### config.mk
export PLATFORM = sky130hd
export DESIGN_NAME = line_pixel_generator
export DESIGN_NICKNAME = d
export VERILOG_FILES = /design/src/rtl/core/lpg_pkg.sv /design/src/rtl/core/line_pixel_generator.sv /design/src/rtl/core/lpg_front.sv /design/src/rtl/core/lpg_queue.sv /design/src/rtl/core/lpg_back.sv
export VERILOG_INCLUDE_DIRS = /design/src /design/src/rtl/core
export SDC_FILE = /design/constraint.sdc
export NUM_CORES = 1
export LEC_CHECK = 0
export BUFFER_PORTS_ARGS = -buffer_cell sky130_fd_sc_hd__buf_4
export CORE_MARGIN = 5
export CORE_UTILIZATION = 57
export DETAILED_ROUTE_END_ITERATION = 16
export GPL_TIMING_DRIVEN = 0
export PLACE_DENSITY_LB_ADDON = 0.15
export SYNTH_ARGS = -nofsm -noshare
export SYNTH_HDL_FRONTEND = slang
export SYNTH_SLANG_ARGS = --single-unit
### constraint.sdc
create_clock -name aclk -period 14.55 [get_ports aclk]
set_input_delay 0.7275 -clock aclk [delete_from_list [all_inputs] [get_ports aclk]]
set_output_delay 0.7275 -clock aclk [all_outputs]
set_load 0.03 [all_outputs]
### src/rtl/core/line_pixel_generator_defines.svh
// Assertion macros shared by the line pixel generator RTL.
// Included by files that carry concurrent checks; no other dependencies.
`ifndef LINE_PIXEL_GENERATOR_DEFINES_SVH
`define LINE_PIXEL_GENERATOR_DEFINES_SVH

// Consequent checked in the same cycle as the antecedent
`define LPG_ASSERT_SAME(label, clk, rst_n, ante, cons, msg) \
    label: assert property (@(posedge clk) disable iff (!(rst_n)) (ante) |-> (cons)) \
        else $error(msg);

// Consequent checked in the cycle after the antecedent
`define LPG_ASSERT_NEXT(label, clk, rst_n, ante, cons, msg) \
    label: assert property (@(posedge clk) disable iff (!(rst_n)) (ante) |=> (cons)) \
        else $error(msg);

`endif

### src/rtl/core/lpg_pkg.sv
// Shared types and constants for the line pixel generator.
// No dependencies; imported by every module of the block.
`default_nettype none

package lpg_pkg;

    localparam int COORD_BITS_DEF = 16;
    localparam int COLOR_BITS     = 32;
    localparam int QUEUE_DEPTH    = 2;

    // Request type carried on the input channel
    typedef enum logic {
        ACT_START = 1'b0,
        ACT_STEP  = 1'b1
    } action_t;

    // Setup record width: three flags, five coordinate-sized words, color
    function automatic int entry_width(input int coord_bits);
        return 5 * coord_bits + 3 + COLOR_BITS;
    endfunction

    // Back-end status seen by the top level checks
    typedef struct packed {
        logic line_active;
        logic emit_last;
    } status_t;

endpackage

`default_nettype wire

### src/rtl/core/line_pixel_generator.sv
// Top level of the Bresenham line pixel generator.
// Depends on lpg_pkg, lpg_front, lpg_queue, lpg_back and the assertion macro header.
`default_nettype none
`include "line_pixel_generator_defines.svh"

// Accepts one request per clock while s_ready is high: a start request sets
// up a line and yields no pixel, each step request yields the next pixel of
// the active line (nothing when no line is active). Setup is combinational
// into the queue, so a step request that is taken is registered in the
// queue, and the stepper then loads its pixel into the output register, from
// which the m_ channel is driven. Sustained rate is one pixel per clock while
// m_ready is held high, set by the combinational error update in the
// stepper; while the output register is stalled the two-entry queue absorbs
// up to two more requests before s_ready drops.
module line_pixel_generator #(
    parameter int COORD_BITS  = lpg_pkg::COORD_BITS_DEF,
    parameter int QUEUE_DEPTH = lpg_pkg::QUEUE_DEPTH
) (
    input  wire logic                          aclk,
    input  wire logic                          aresetn,
    input  wire logic                          s_valid,
    output logic                               s_ready,
    input  wire logic                          s_action,
    input  wire logic signed [COORD_BITS-1:0]  s_x_start,
    input  wire logic signed [COORD_BITS-1:0]  s_y_start,
    input  wire logic signed [COORD_BITS-1:0]  s_x_end,
    input  wire logic signed [COORD_BITS-1:0]  s_y_end,
    input  wire logic [lpg_pkg::COLOR_BITS-1:0] s_color_in,
    output logic                               m_valid,
    input  wire logic                          m_ready,
    output logic signed [COORD_BITS-1:0]       m_pixel_x,
    output logic signed [COORD_BITS-1:0]       m_pixel_y,
    output logic [lpg_pkg::COLOR_BITS-1:0]     m_color_out,
    output logic                               m_last_pixel
);
    import lpg_pkg::*;

    localparam int ENTRY_W = entry_width(COORD_BITS);

    logic [ENTRY_W-1:0] front_entry;
    logic [ENTRY_W-1:0] q_data;
    logic               q_valid, q_ready;
    status_t            status;

    // Setup of start requests
    lpg_front #(
        .COORD_BITS(COORD_BITS)
    ) u_front (
        .action   (s_action),
        .x_start  (s_x_start),
        .y_start  (s_y_start),
        .x_end    (s_x_end),
        .y_end    (s_y_end),
        .color_in (s_color_in),
        .entry    (front_entry)
    );

    // Decoupling queue
    lpg_queue #(
        .WIDTH(ENTRY_W),
        .DEPTH(QUEUE_DEPTH)
    ) u_queue (
        .aclk      (aclk),
        .aresetn   (aresetn),
        .in_valid  (s_valid),
        .in_ready  (s_ready),
        .in_data   (front_entry),
        .out_valid (q_valid),
        .out_ready (q_ready),
        .out_data  (q_data)
    );

    // Pixel stepper and output register
    lpg_back #(
        .COORD_BITS(COORD_BITS)
    ) u_back (
        .aclk         (aclk),
        .aresetn      (aresetn),
        .q_valid      (q_valid),
        .q_ready      (q_ready),
        .q_data       (q_data),
        .m_valid      (m_valid),
        .m_ready      (m_ready),
        .m_pixel_x    (m_pixel_x),
        .m_pixel_y    (m_pixel_y),
        .m_color_out  (m_color_out),
        .m_last_pixel (m_last_pixel),
        .status       (status)
    );

    // Checks
    `LPG_ASSERT_NEXT(a_last_ends_line, aclk, aresetn, status.emit_last, !status.line_active, "line still active after its last pixel")
    `LPG_ASSERT_NEXT(a_stall_means_queued, aclk, aresetn, s_valid && !s_ready, q_valid, "input stalled but queue drained")
    `LPG_ASSERT_SAME(a_no_pixel_when_idle, aclk, aresetn, !status.line_active, !status.emit_last, "pixel emitted with no active line")

endmodule

`default_nettype wire

### src/rtl/core/lpg_front.sv
// Front end: decodes a request and does the line setup (axis swap, ordering, deltas).
// Depends on lpg_pkg; feeds lpg_queue.
`default_nettype none

module lpg_front #(
    parameter int COORD_BITS = lpg_pkg::COORD_BITS_DEF
) (
    input  wire logic                                      action,
    input  wire logic signed [COORD_BITS-1:0]              x_start,
    input  wire logic signed [COORD_BITS-1:0]              y_start,
    input  wire logic signed [COORD_BITS-1:0]              x_end,
    input  wire logic signed [COORD_BITS-1:0]              y_end,
    input  wire logic [lpg_pkg::COLOR_BITS-1:0]            color_in,
    output logic [lpg_pkg::entry_width(COORD_BITS)-1:0]    entry
);
    import lpg_pkg::*;

    localparam int CB = COORD_BITS;

    typedef struct packed {
        logic                  is_start;
        logic                  swapped;
        logic                  minor_down;
        logic [CB-1:0]         major_pos;
        logic [CB-1:0]         major_end;
        logic [CB-1:0]         minor_pos;
        logic [CB-1:0]         major_delta;
        logic [CB-1:0]         minor_delta;
        logic [COLOR_BITS-1:0] color;
    } entry_t;

    logic [CB:0]   dx, dy, dx_neg, dy_neg;
    logic [CB-1:0] adx, ady;
    logic          swapped;
    logic [CB:0]   da, db;
    logic [CB-1:0] a0, a1, b0, b1;
    logic          reorder;
    entry_t        ent;

    // Signed deltas with one guard bit, and their magnitudes
    always_comb begin
        dx     = {x_end[CB-1], x_end} - {x_start[CB-1], x_start};
        dy     = {y_end[CB-1], y_end} - {y_start[CB-1], y_start};
        dx_neg = ~dx + (CB+1)'(1);
        dy_neg = ~dy + (CB+1)'(1);
        adx    = dx[CB] ? dx_neg[CB-1:0] : dx[CB-1:0];
        ady    = dy[CB] ? dy_neg[CB-1:0] : dy[CB-1:0];
        swapped = adx < ady;
    end

    // Pick major/minor axis, then order so the major axis counts up
    always_comb begin
        a0      = swapped ? y_start : x_start;
        a1      = swapped ? y_end   : x_end;
        b0      = swapped ? x_start : y_start;
        b1      = swapped ? x_end   : y_end;
        da      = swapped ? dy : dx;
        db      = swapped ? dx : dy;
        reorder = da[CB];

        ent.is_start    = (action_t'(action) == ACT_START);
        ent.swapped     = swapped;
        ent.major_pos   = reorder ? a1 : a0;
        ent.major_end   = reorder ? a0 : a1;
        ent.minor_pos   = reorder ? b1 : b0;
        ent.major_delta = swapped ? ady : adx;
        ent.minor_delta = swapped ? adx : ady;
        // Minor runs downward unless its end lies strictly above its start
        ent.minor_down  = reorder ? !db[CB] : (db[CB] || (db == '0));
        ent.color       = color_in;
    end

    assign entry = ent;

endmodule

`default_nettype wire

### src/rtl/core/lpg_queue.sv
// Small register FIFO decoupling the setup front end from the pixel stepper.
// Depends on lpg_pkg for default depth.
`default_nettype none

module lpg_queue #(
    parameter int WIDTH = 8,
    parameter int DEPTH = lpg_pkg::QUEUE_DEPTH
) (
    input  wire logic             aclk,
    input  wire logic             aresetn,
    input  wire logic             in_valid,
    output logic                  in_ready,
    input  wire logic [WIDTH-1:0] in_data,
    output logic                  out_valid,
    input  wire logic             out_ready,
    output logic [WIDTH-1:0]      out_data
);
    import lpg_pkg::*;

    localparam int PW = (DEPTH > 1) ? $clog2(DEPTH) : 1;
    localparam int CW = $clog2(DEPTH + 1);

    logic [WIDTH-1:0] store_reg [DEPTH];
    logic [PW-1:0]    wr_ptr_reg, wr_ptr_next;
    logic [PW-1:0]    rd_ptr_reg, rd_ptr_next;
    logic [CW-1:0]    count_reg, count_next;
    logic             push, pop;

    assign in_ready  = (count_reg != CW'(DEPTH));
    assign out_valid = (count_reg != '0);
    assign out_data  = store_reg[rd_ptr_reg];
    assign push      = in_valid && in_ready;
    assign pop       = out_valid && out_ready;

    // Pointer and occupancy update
    always_comb begin
        wr_ptr_next = wr_ptr_reg;
        rd_ptr_next = rd_ptr_reg;
        if (push) begin
            wr_ptr_next = (wr_ptr_reg == PW'(DEPTH - 1)) ? '0 : wr_ptr_reg + PW'(1);
        end
        if (pop) begin
            rd_ptr_next = (rd_ptr_reg == PW'(DEPTH - 1)) ? '0 : rd_ptr_reg + PW'(1);
        end
        unique case ({push, pop})
            2'b10:   count_next = count_reg + CW'(1);
            2'b01:   count_next = count_reg - CW'(1);
            default: count_next = count_reg;
        endcase
    end

    always_ff @(posedge aclk) begin
        if (!aresetn) begin
            wr_ptr_reg <= '0;
            rd_ptr_reg <= '0;
            count_reg  <= '0;
        end else begin
            wr_ptr_reg <= wr_ptr_next;
            rd_ptr_reg <= rd_ptr_next;
            count_reg  <= count_next;
        end
    end

    // Payload storage, no reset
    always_ff @(posedge aclk) begin
        if (push) begin
            store_reg[wr_ptr_reg] <= in_data;
        end
    end

endmodule

`default_nettype wire

### src/rtl/core/lpg_back.sv
// Back end: holds the active line and steps one pixel per request.
// Depends on lpg_pkg; drains lpg_queue and drives the output register.
`default_nettype none

module lpg_back #(
    parameter int COORD_BITS = lpg_pkg::COORD_BITS_DEF
) (
    input  wire logic                                    aclk,
    input  wire logic                                    aresetn,
    input  wire logic                                    q_valid,
    output logic                                         q_ready,
    input  wire logic [lpg_pkg::entry_width(COORD_BITS)-1:0] q_data,
    output logic                                         m_valid,
    input  wire logic                                    m_ready,
    output logic signed [COORD_BITS-1:0]                 m_pixel_x,
    output logic signed [COORD_BITS-1:0]                 m_pixel_y,
    output logic [lpg_pkg::COLOR_BITS-1:0]               m_color_out,
    output logic                                         m_last_pixel,
    output lpg_pkg::status_t                             status
);
    import lpg_pkg::*;

    localparam int CB = COORD_BITS;
    localparam int EB = COORD_BITS + 2;

    typedef struct packed {
        logic                  is_start;
        logic                  swapped;
        logic                  minor_down;
        logic [CB-1:0]         major_pos;
        logic [CB-1:0]         major_end;
        logic [CB-1:0]         minor_pos;
        logic [CB-1:0]         major_delta;
        logic [CB-1:0]         minor_delta;
        logic [COLOR_BITS-1:0] color;
    } entry_t;

    entry_t ent;

    // Line state
    logic                  active_reg, active_next;
    logic                  swapped_reg, swapped_next;
    logic                  minor_down_reg, minor_down_next;
    logic [CB-1:0]         major_pos_reg, major_pos_next;
    logic [CB-1:0]         major_end_reg, major_end_next;
    logic [CB-1:0]         minor_pos_reg, minor_pos_next;
    logic [CB-1:0]         major_delta_reg, major_delta_next;
    logic [CB-1:0]         minor_delta_reg, minor_delta_next;
    logic signed [EB-1:0]  err_reg, err_next;
    logic [COLOR_BITS-1:0] color_reg, color_next;

    // Output register
    logic                  out_valid_reg, out_valid_next;
    logic [CB-1:0]         out_x_reg, out_x_next;
    logic [CB-1:0]         out_y_reg, out_y_next;
    logic [COLOR_BITS-1:0] out_color_reg, out_color_next;
    logic                  out_last_reg, out_last_next;

    logic                  out_free, emit, is_last, minor_move;
    logic signed [EB-1:0]  err_acc;
    logic signed [EB:0]    err_dbl, major_cmp;

    assign ent = entry_t'(q_data);

    // Handshake decisions: a step on an active line needs a free output slot
    always_comb begin
        out_free = !out_valid_reg || m_ready;
        emit     = q_valid && !ent.is_start && active_reg && out_free;
        q_ready  = ent.is_start || !active_reg || out_free;
    end

    // Bresenham error update for the current pixel
    always_comb begin
        is_last    = $signed(major_pos_reg) >= $signed(major_end_reg);
        err_acc    = err_reg + $signed({2'b00, minor_delta_reg});
        err_dbl    = {err_acc, 1'b0};
        major_cmp  = $signed({3'b000, major_delta_reg});
        minor_move = (err_dbl >= major_cmp);
    end

    // Next line state
    always_comb begin
        active_next      = active_reg;
        swapped_next     = swapped_reg;
        minor_down_next  = minor_down_reg;
        major_pos_next   = major_pos_reg;
        major_end_next   = major_end_reg;
        minor_pos_next   = minor_pos_reg;
        major_delta_next = major_delta_reg;
        minor_delta_next = minor_delta_reg;
        err_next         = err_reg;
        color_next       = color_reg;
        if (q_valid && ent.is_start) begin
            active_next      = 1'b1;
            swapped_next     = ent.swapped;
            minor_down_next  = ent.minor_down;
            major_pos_next   = ent.major_pos;
            major_end_next   = ent.major_end;
            minor_pos_next   = ent.minor_pos;
            major_delta_next = ent.major_delta;
            minor_delta_next = ent.minor_delta;
            err_next         = '0;
            color_next       = ent.color;
        end else if (emit) begin
            if (minor_move) begin
                err_next       = err_acc - $signed({2'b00, major_delta_reg});
                minor_pos_next = minor_down_reg ? minor_pos_reg - CB'(1)
                                                : minor_pos_reg + CB'(1);
            end else begin
                err_next = err_acc;
            end
            if (is_last) begin
                active_next = 1'b0;
            end else begin
                major_pos_next = major_pos_reg + CB'(1);
            end
        end
    end

    // Next output register contents
    always_comb begin
        out_x_next     = out_x_reg;
        out_y_next     = out_y_reg;
        out_color_next = out_color_reg;
        out_last_next  = out_last_reg;
        out_valid_next = out_valid_reg && !m_ready;
        if (emit) begin
            out_valid_next = 1'b1;
            out_x_next     = swapped_reg ? minor_pos_reg : major_pos_reg;
            out_y_next     = swapped_reg ? major_pos_reg : minor_pos_reg;
            out_color_next = color_reg;
            out_last_next  = is_last;
        end
    end

    always_ff @(posedge aclk) begin
        if (!aresetn) begin
            active_reg    <= 1'b0;
            out_valid_reg <= 1'b0;
        end else begin
            active_reg    <= active_next;
            out_valid_reg <= out_valid_next;
        end
    end

    // Datapath registers, no reset needed
    always_ff @(posedge aclk) begin
        swapped_reg     <= swapped_next;
        minor_down_reg  <= minor_down_next;
        major_pos_reg   <= major_pos_next;
        major_end_reg   <= major_end_next;
        minor_pos_reg   <= minor_pos_next;
        major_delta_reg <= major_delta_next;
        minor_delta_reg <= minor_delta_next;
        err_reg         <= err_next;
        color_reg       <= color_next;
        out_x_reg       <= out_x_next;
        out_y_reg       <= out_y_next;
        out_color_reg   <= out_color_next;
        out_last_reg    <= out_last_next;
    end

    assign m_valid      = out_valid_reg;
    assign m_pixel_x    = out_x_reg;
    assign m_pixel_y    = out_y_reg;
    assign m_color_out  = out_color_reg;
    assign m_last_pixel = out_last_reg;

    assign status.line_active = active_reg;
    assign status.emit_last   = emit && is_last;

endmodule

`default_nettype wire
==> impl_metrics.py, run 1 <==
metrics = {
    "status": {
        "status": "completed",
    },
    "global_routing": {
        "grt-ovfl-total": 0,
        "first_global_vias": 15820,
        "antenna_found_initial": 0,
        "grt_pass1_wl_mm": 89.60,
        "grt_max_degree": 63,
        "grt.total_usage": 0.2593,
    },
    "setup_path": {
        "cp-end-kind": "register",
        "cp_data_required_time_ps": 14780,
        "max_stage_delay_ps": 550,
        "cp.arrival_ps": 6710,
        "critPathMaxFanout": 10,
        "crit_path_start_kind": "input port",
        "crit_buf_inv": 9,
        "critPathKind": "in2reg",
        "slowest_stage": "clkbuf_1",
        "path_delay_family": "compound AO/OA/AOI/OAI gates",
        "rrSetupSlack_ps": 8690,
    },
    "synth": {
        "ys_ff_latch": 434,
        "synth.avg_cell_area_sq_um": 11.86,
        "syn_inst": 1929,
        "synth.cell_area_sq_mm": 0.02288,
        "synth.top_cell.area_share": 0.5367,
        "yosysWarningCount": 0,
        "synthFlopType": "edfxtp_1",
        "synth_fp_nets": 2163,
        "synth_enable_flop_cells": 409,
        "ys_top_cells_by_area": "edfxtp_1, ha_1, mux2_2",
        "ys_seq_area_frac": 0.5586,
        "yosysTopAreaCell": "edfxtp_1",
        "yosys.cell_types.count": 79,
        "ys_async_sr_fraction": 0,
    },
    "cts": {
        "cts_root_buf": "clkbuf_16",
        "cts_setup_buffers": 0,
        "post_cts_resized": 0,
        "insertion_delay_ps": 570,
        "h-tree-depth": 2,
        "numCtsBuffers": 44,
        "cts_sinks": 434,
        "clk_pin_slew_ps": 60,
        "hold_buffers": 0,
        "tritoncts": "yes",
        "clockBufferDepth": 3,
    },
    "floorplanning": {
        "die_w_um": 210.4,
        "rows": 73,
        "dieArea_sq_mm": 0.04426,
        "die_y_um": 210.4,
        "core_sq_mm": 0.03973,
        "ioPinCount": 168,
        "initial_utilization": 0.5760,
    },
    "timing": {
        "worst_slew_pin_slew_ps": 972.3,
        "hold_viol_final": 0,
        "fin_ws_ps": 8071,
        "fmax_ghz": 0.1544,
        "setup_violations": 0,
        "fin_crit_ps": 6479,
        "finalSetupTns_ps": 0,
        "drv_slew": 0,
        "finClkSkew_ps": 13.81,
        "period_share": 0.4453,
        "grt_setup_unrepaired": "no",
        "relSlewSlack": 0.3518,
    },
    "layout": {
        "final_nets": 2384,
        "final_layout_size_suffix_gt1_frac": 0.1814,
        "largest_register_ffs": 230,
        "final.fill_count": 3036,
        "area_delta_synth_final_pct": 15.47,
        "fin_area_sq_mm": 0.02643,
        "final_cells": 2709,
    },
    "place": {
        "place_inst": 2629,
        "pre_cts_slack_ps": 7703,
        "placed_area_sq_mm": 0.02499,
        "dpl.hpwl_mm": 44.02,
        "gp_congestion": 0.9222,
        "io_buffers": 167,
    },
    "detailed_routing": {
        "drcViolationCount": 0,
        "first_pass_iters": 5,
        "drt-initial-drc-count": 1275,
        "avgViaCountPerCell": 5.940,
        "vias": 16090,
        "post_drt_wl_per_cell_um": 21.60,
        "ant_nets": 0,
        "drt_wl_total_mm": 58.51,
    },
    "hold_path": {
        "hold_class": "in2reg",
    },
    "pwr": {
        "vdd.ir_drop.worst_mv": 0.1328,
        "power.leakage_nw": 10.30,
        "power_per_cell_area_mw_per_mm2": 232.7,
    },
    "run": {
        "cap_violations": 0,
    },
}
[placed cells by master, fill, tap and decap left out, types with 5 or more instances in the layout]
master | Yosys | final
nand2_1 | 205 | 205
o21a_1 | 15 | 15
bufinv_16 | 0 | 5
mux2i_1 | 50 | 50
o211ai_1 | 8 | 8
nor3_1 | 13 | 13
nor2b_1 | 25 | 25
clkinv_1 | 0 | 8
clkbuf_16 | 0 | 44
o21ai_1 | 14 | 15
edfxtp_1 | 409 | 409
a21oi_1 | 117 | 117
or3_1 | 9 | 9
inv_1 | 104 | 104
a31oi_1 | 62 | 62
and2_1 | 6 | 6
nor2_1 | 128 | 127
o31a_1 | 5 | 5
dfxtp_1 | 25 | 25
o21ai_0 | 80 | 79
mux2_2 | 109 | 109
ha_1 | 128 | 128
xor2_1 | 42 | 42
a21o_1 | 23 | 23
o21bai_1 | 8 | 8
buf_4 | 4 | 172
clkbuf_1 | 44 | 47
clkinv_2 | 1 | 8
fa_1 | 5 | 5
buf_2 | 11 | 11
and3_1 | 43 | 42
xnor2_1 | 63 | 63
nand3_1 | 19 | 19
buf_1 | 12 | 12
nand2b_1 | 21 | 21
a21boi_0 | 5 | 5
a211oi_1 | 33 | 33
nand4_1 | 13 | 13
[cells in the mapped netlist, types with 4 or more instances]
master    instances
nand2_1         205
and3_1           43
a211oi_1         33
mux2i_1          50
dfxtp_1          25
nand3_1          19
mux2_2          109
a31oi_1          62
buf_2            11
and2_1            6
nor2_1          128
o21bai_1          8
o21a_1           15
buf_4             4
o211ai_1          8
a21boi_0          5
inv_1           104
nor3_1           13
o21ai_0          80
xor2_1           42
nand3b_1          4
edfxtp_1        409
o31a_1            5
nand4_1          13
a21o_1           23
o31ai_1           4
nor2b_1          25
xnor2_1          63
ha_1            128
a21oi_1         117
buf_1            12
o21ai_1          14
fa_1              5
clkbuf_1         44
nand2b_1         21
or3_1             9
[metrics by stage]
step,util,hold WS [ps],power [mW]
finish,0.6651,334.0,6.149
global route,0.6650,309.6,6.524
CTS,0.6650,298.4,6.140
detailed placement,0.6288,407.1,4.988
global placement,0.6241,401.2,4.904
floorplan,-,400.3,4.162
[final timing paths]
| kind | startpoint | end | depth (start not counted) |
|---|---|---|---|
| setup reg to reg | u_back.minor_delta_reg[0]$_DFFE_PP_ | u_back.minor_pos_reg[15]$_DFFE_PP_ | 18 |
| hold / removal | s_color_in[14] | u_queue.store_reg[0][14]$_DFFE_PP_ | 1 |
| setup / recovery | s_x_end[0] | u_queue.store_reg[1][75]$_DFFE_PP_ | 27 |
| hold reg to reg | u_back.color_reg[15]$_DFFE_PP_ | u_back.m_color_out[15]$_DFFE_PP_ | 0 |
[per-layer routing]
metal  routed length, um  global-route usage
met4                1704             0.07802
met3                4093             0.03646
met5                   0                   0
met2               27050              0.4167
met1               25670              0.3727
[cell families (layout without fill, tap and decap cells)]
| kind of cell | count (synthesis) | after routing | synth area share |
|---|---|---|---|
| buf+inv | 177 | 431 | 0.03084 |
| compound gates | 415 | 415 | 0.1167 |
| xor+xnor | 107 | 107 | 0.04161 |
| other cells | 0 | 1 | 0 |
| simple gates | 503 | 503 | 0.1019 |
| mux | 160 | 160 | 0.07600 |
| flops | 434 | 434 | 0.5586 |
| fa+ha+maj | 133 | 133 | 0.07436 |
[power by group]
part           total [mW]  switching, mW  leakage [nW]  internal [mW]
sequential           2.07          0.134          3.99           1.94
combinational        2.96           1.82          5.61           1.14
clock                1.12          0.474         0.697          0.649
total                6.15           2.42          10.3           3.73
[final cells by class]
cell class | count | area [sq um] | share of cell area
sequential | 434 | 12780 | 0.4837
multi-input combinational | 1318 | 9409 | 0.3561
timing repair buffer | 175 | 1424 | 0.05388
clock buffer | 49 | 1120 | 0.04238
tap | 525 | 656.9 | 0.02486
inverter | 105 | 395.4 | 0.01496
clock inverter | 30 | 317.8 | 0.01203
buffer | 72 | 317.8 | 0.01203
antenna | 1 | 2.502 | 0.00009470
Power figures use the tool's default switching activity.
==> run 2, diff against run 1 <==
==> constraint.sdc (replaced) <==
create_clock -name aclk -period 6.7 [get_ports aclk]
set_input_delay 0.335 -clock aclk [delete_from_list [all_inputs] [get_ports aclk]]
set_output_delay 0.335 -clock aclk [all_outputs]
set_load 0.03 [all_outputs]
==> run 2 against run 1 <==
  * Power grew 120%
  * Largest power group unchanged
  * Final area up 1.3%
  * Sequential share of layout area down 0.60 points
  * Critical path depth stayed put
  * First-iteration DRC count is 4.0% lower
  * Sequential power grew 120%
  * Worst hold slack lost 280 ps
  * Critical path type unchanged
  * Die area unchanged
  * Non-clock buffer count increased by 33
  * Clock skew about the same
  * Clock power rose by 120%
  * Clock-buffer cell count did not move
==> impl_metrics.py, run 2 (synthesized netlist as in run 1, its figures left out) <==
metrics = {
    "status": {
        "status": "completed",
    },
    "cts": {
        "cts_sinks": 434,
        "cts_root_buf": "clkbuf_16",
        "numCtsBuffers": 44,
        "cts_setup_buffers": 0,
        "clockBufferDepth": 3,
        "clk_pin_slew_ps": 60,
        "insertion_delay_ps": 570,
        "h-tree-depth": 2,
        "tritoncts": "yes",
        "hold_buffers": 33,
        "post_cts_resized": 0,
    },
    "layout": {
        "most-common-layout-cells": "edfxtp_1, nand2_1, buf_4, ha_1, nor2_1",
        "final.fill_count": 2979,
        "final_cells": 2742,
        "multi_input_comb_area_sq_mm": 0.009409,
        "final_nets": 2417,
        "area_delta_synth_final_pct": 16.92,
        "final-seq-area_sq_mm": 0.01278,
        "largest_register_ffs": 230,
        "final_layout_size_suffix_gt1_frac": 0.1787,
        "final_common_cell": "edfxtp_1",
    },
    "global_routing": {
        "grt_pass1_wl_mm": 90.60,
        "grt-ovfl-total": 0,
        "grt_max_degree": 63,
        "antenna_found_initial": 0,
        "first_global_vias": 16000,
        "grt.total_usage": 0.2621,
    },
    "setup_path": {
        "critPathMaxFanout": 10,
        "cp.arrival_ps": 6310,
        "cp-end-kind": "register",
        "cp_data_required_time_ps": 6920,
        "rrSetupSlack_ps": 880,
        "crit_path_start_kind": "input port",
        "critPathKind": "in2reg",
    },
    "detailed_routing": {
        "drcViolationCount": 0,
        "ant_nets": 0,
        "vias": 16200,
        "drt_wl_total_mm": 58.96,
        "avgViaCountPerCell": 5.910,
        "first_pass_iters": 8,
        "post_drt_wl_per_cell_um": 21.50,
        "drt-initial-drc-count": 1224,
    },
    "timing": {
        "relSlewSlack": 0.3527,
        "fmax_ghz": 0.1644,
        "setup_violations": 0,
        "worst_slew_pin_slew_ps": 970.9,
        "fin_crit_ps": 6084,
        "hold_viol_final": 0,
        "grt_setup_unrepaired": "no",
        "period_share": 0.9081,
        "finClkSkew_ps": 13.60,
        "drv_slew": 0,
    },
    "pwr": {
        "switching_share": 0.3937,
        "power.leakage_nw": 10.44,
        "p_clk_frac": 0.182,
        "p_total_mw": 13.37,
        "switchingPower_mw": 5.264,
        "power_frac_seq": 0.337,
        "p_int_mw": 8.107,
        "combinationalPowerShare": 0.481,
        "vdd.ir_drop.worst_mv": 0.2911,
        "power_per_cell_area_mw_per_mm2": 499.7,
    },
    "floorplanning": {
        "dieArea_sq_mm": 0.04426,
        "core_sq_mm": 0.03973,
        "ioPinCount": 168,
        "rows": 73,
        "die_w_um": 210.4,
        "initial_utilization": 0.5760,
        "die_y_um": 210.4,
    },
    "place": {
        "dpl.hpwl_mm": 44.02,
        "gp_congestion": 0.9222,
        "io_buffers": 167,
        "place_inst": 2629,
    },
    "run": {
        "cap_violations": 0,
    },
    "hold_path": {
        "hold_class": "in2reg",
    },
}
==> run 2: worst paths after layout <==
path	start	end	cells past startpoint
max reg2reg	u_back.minor_delta_reg[0]$_DFFE_PP_	u_back.minor_pos_reg[15]$_DFFE_PP_	18
max	s_x_end[0]	u_queue.store_reg[1][75]$_DFFE_PP_	27
min	s_action	u_queue.store_reg[1][114]$_DFFE_PP_	2
min reg2reg	u_back.color_reg[8]$_DFFE_PP_	u_back.m_color_out[8]$_DFFE_PP_	0
==> run 2: power by group through the flow <==
stage | Clock [mW] | Sequential, mW | Combinational [mW]
floorplan | 0 | 4.53 | 4.50
global placement | 0 | 4.60 | 6.05
detailed placement | 0 | 4.55 | 6.29
CTS | 2.49 | 4.50 | 6.36
global route | 2.61 | 4.56 | 7.02
finish | 2.44 | 4.50 | 6.43
==> run 2: area by class of cell <==
type                            count  share of cell area
Multi-Input combinational cell   1318              0.3517
Antenna cell                        1          0.00009353
Clock inverter                     30             0.01188
Buffer                             72             0.01188
Timing Repair Buffer              208             0.06556
Clock buffer                       49             0.04185
Inverter                          105             0.01478
Sequential cell                   434              0.4777
Tap cell                          525             0.02455
==> run 2: through the flow <==
step | utilization | hold slack [ps] | setup slack, ps | setup TNS, ps | area [sq um]
finish | 0.6734 | 50.85 | 615.7 | 0 | 26760
floorplan | - | 400.3 | 439.5 | 0 | 22880
CTS | 0.6733 | 9.947 | 805.8 | 0 | 26750
global placement | 0.6241 | 401.2 | -2306 | -264940 | 24800
global route | 0.6733 | 27.07 | 367.1 | 0 | 26750
detailed placement | 0.6288 | 407.1 | 245.9 | 0 | 24990
==> run 2: worst max-delay path, stage by stage <==
cell and delay, ps:
buf_4 120, inv_1 80, ha_1 190, fa_1 230, nor2b_1 80, o2111ai_2 250, nand3_1 150, nand3_1 140
a311oi_1 120, o31ai_1 350, clkbuf_1 530, buf_2 430, nor2_1 70, a21oi_1 230, inv_1 70, ha_1 290
a21o_1 160, a21o_1 180, a211oi_1 220, o21bai_1 140, a211o_1 310, a31o_1 200, buf_2 180, clkinv_2 150
buf_4 210, clkbuf_1 490, a31oi_1 360
==> run 2: layer usage <==
layer  track usage  vias to the layer above  routed length, um
met1        0.3766                     7826              25880
li1              -                     7652                  -
met4       0.08004                        0               1794
met2        0.4212                      615              27320
met5             0                        -                  0
met3       0.03617                      111               3976
==> run 3, diff against run 2 <==
--- a/config.mk
+++ b/config.mk
@@ -10,7 +10,6 @@
 export CORE_MARGIN = 5
 export CORE_UTILIZATION = 57
 export DETAILED_ROUTE_END_ITERATION = 16
-export GPL_TIMING_DRIVEN = 0
 export PLACE_DENSITY_LB_ADDON = 0.15
 export SYNTH_ARGS = -nofsm -noshare
 export SYNTH_HDL_FRONTEND = slang
==> run 3 against run 2 <==
  * Worst hold slack worse by 21 ps
  * Core utilization fell by 0.64 points
  * Clock skew is 5.9 ps higher
  * Clock-buffer cell count is 5 higher
  * Setup slack improved by 370 ps
  * First-iteration DRC count rose by 9.0%
  * Largest power group unchanged
  * Sequential cell count is the same
==> impl_metrics.py, run 3 (synthesized netlist as in run 1, its figures left out) <==
metrics = {
    "timing": {
        "worst_slew_pin_slew_ps": 1106,
        "fmax_ghz": 0.1750,
        "hold_viol_final": 0,
        "grt_setup_unrepaired": "no",
        "period_share": 0.8529,
        "setup_violations": 0,
        "drv_slew": 0,
        "fin_hold_ws_ps": 29.46,
        "relSlewSlack": 0.2627,
        "finalSetupTns_ps": 0,
        "finClkSkew_ps": 19.51,
        "fin_crit_ps": 5714,
    },
    "pwr": {
        "switchingPower_mw": 4.918,
        "combinationalPowerShare": 0.460,
        "power_per_cell_area_mw_per_mm2": 491.1,
        "switching_share": 0.3779,
        "p_clk_frac": 0.193,
        "power_frac_seq": 0.346,
        "power.leakage_nw": 10.36,
        "p_int_mw": 8.097,
        "vdd.ir_drop.worst_mv": 0.2939,
    },
    "place": {
        "io_buffers": 167,
        "gp_congestion": 0.9348,
        "placed_area_sq_mm": 0.02469,
        "place_inst": 2569,
        "dpl.hpwl_mm": 38.76,
    },
    "layout": {
        "final_nets": 2358,
        "final_common_cell": "edfxtp_1",
        "antennaDiodeCount": 0,
        "final_layout_size_suffix_gt1_frac": 0.1856,
        "final.fill_count": 2915,
        "final_cells": 2686,
        "final-seq-area_sq_mm": 0.01279,
        "postLayoutCoreUtil": 0.6670,
        "most-common-layout-cells": "edfxtp_1, nand2_1, buf_4, ha_1, nor2_1",
        "largest_register_ffs": 230,
        "multi_input_comb_area_sq_mm": 0.009429,
        "area_delta_synth_final_pct": 15.81,
        "fin_area_sq_mm": 0.02650,
    },
    "detailed_routing": {
        "vias": 15730,
        "drt_wl_total_mm": 54.48,
        "ant_nets": 0,
        "post_drt_wl_per_cell_um": 20.28,
        "avgViaCountPerCell": 5.856,
        "first_pass_iters": 8,
        "drcViolationCount": 0,
        "drt-initial-drc-count": 1334,
    },
    "run": {
        "cap_violations": 0,
    },
    "cts": {
        "h-tree-depth": 2,
        "clk_pin_slew_ps": 60,
        "numCtsBuffers": 46,
        "clockBufferDepth": 3,
        "insertion_delay_ps": 570,
        "tritoncts": "yes",
        "cts_sinks": 434,
        "post_cts_resized": 0,
        "cts_root_buf": "clkbuf_16",
    },
    "floorplanning": {
        "die_y_um": 210.4,
        "initial_utilization": 0.5760,
        "core_sq_mm": 0.03973,
        "ioPinCount": 168,
        "dieArea_sq_mm": 0.04426,
        "rows": 73,
        "die_w_um": 210.4,
    },
    "setup_path": {
        "cp-end-kind": "register",
        "rrSetupSlack_ps": 990,
        "critPathMaxFanout": 17,
        "cp.arrival_ps": 5910,
        "critPathKind": "reg2reg",
        "cp_data_required_time_ps": 6890,
        "crit_path_start_kind": "register",
    },
    "global_routing": {
        "grt_max_degree": 90,
        "grt-ovfl-total": 0,
        "grt.total_usage": 0.2403,
        "grt_pass1_wl_mm": 84.50,
        "antenna_found_initial": 1,
        "first_global_vias": 15440,
    },
    "status": {
        "status": "completed",
    },
    "hold_path": {
        "hold_class": "in2reg",
    },
}
run 3: changes by cell type in the layout (fill, tap and decap cells not counted), sizes merged:
cell	delta
clkinvlp	-1
diode	-1
dlygate4sd3	-1
clkinv	+3
inv	-1
clkbuf	-39
buf	-16
run 3: stage by stage:
| step | total power, mW | worst slack, ps |
|---|---|---|
| finish | 13.01 | 985.7 |
| detailed placement | 10.49 | 614.3 |
| CTS | 13.05 | 1024 |
| global route | 13.88 | 682.5 |
| global placement | 10.26 | 715.2 |
| floorplan | 9.039 | 439.5 |
run 3: final timing paths:
kind                                       start                           endpoint  cells past startpoint
max          u_back.minor_delta_reg[0]$_DFFE_PP_  u_back.minor_pos_reg[9]$_DFFE_PP_                     18
min                                      aresetn                           register                      2
max reg2reg  u_back.minor_delta_reg[0]$_DFFE_PP_  u_back.minor_pos_reg[9]$_DFFE_PP_                     18
min reg2reg       u_back.color_reg[28]$_DFFE_PP_   u_back.m_color_out[28]$_DFFE_PP_                      0
run 3: layout make-up:
class,count,area share
sequential,434,0.4825
multi-input combinational,1318,0.3558
timing repair buffer,219,0.06553
clock buffer,54,0.04537
tap,525,0.02479
inverter,105,0.01506
clock inverter,31,0.01100
run 3: what timing repair did:
| item | CTS | global route |
|---|---|---|
| hold buffers | 32 | 0 |
| setup buffers | 0 | 0 |
| endpoints found under the setup margin | 0 | 0 |
| hold endpoints to repair | 64 | 0 |
run 3: routing by layer:
metal  part of all wire  up-vias  GRT usage
met4              0.018        0    0.05969
met1               0.45     7581     0.3474
met5                  0        -          0
met2               0.47      548     0.3895
li1                   -     7526          -
met3              0.066       74    0.03468
run 3: power by group through the flow:
stage / clock network [mW] / registers [mW] / logic (mW)
3_5_place_dp: 0 / 4.56 / 5.92
5_1_grt: 2.69 / 4.57 / 6.62
6_report: 2.52 / 4.51 / 5.99
3_3_place_gp: 0 / 4.53 / 5.73
2_1_floorplan: 0 / 4.53 / 4.50
4_1_cts: 2.56 / 4.51 / 5.98
run 3: worst max-delay path, cell delays in order (launching register included):
cell and delay (ps):
edfxtp_1 370, ha_1 250, fa_1 440, a211oi_1 380, o21ai_1 150, a21o_1 200
a21o_1 180, a21oi_2 220, o21bai_1 100, a21oi_1 180, xnor2_1 130, ha_1 400
nand3_1 90, a2111oi_1 870, a2111oi_4 160, a21oi_4 190, buf_4 310, nand2_1 90
nand2_1 610
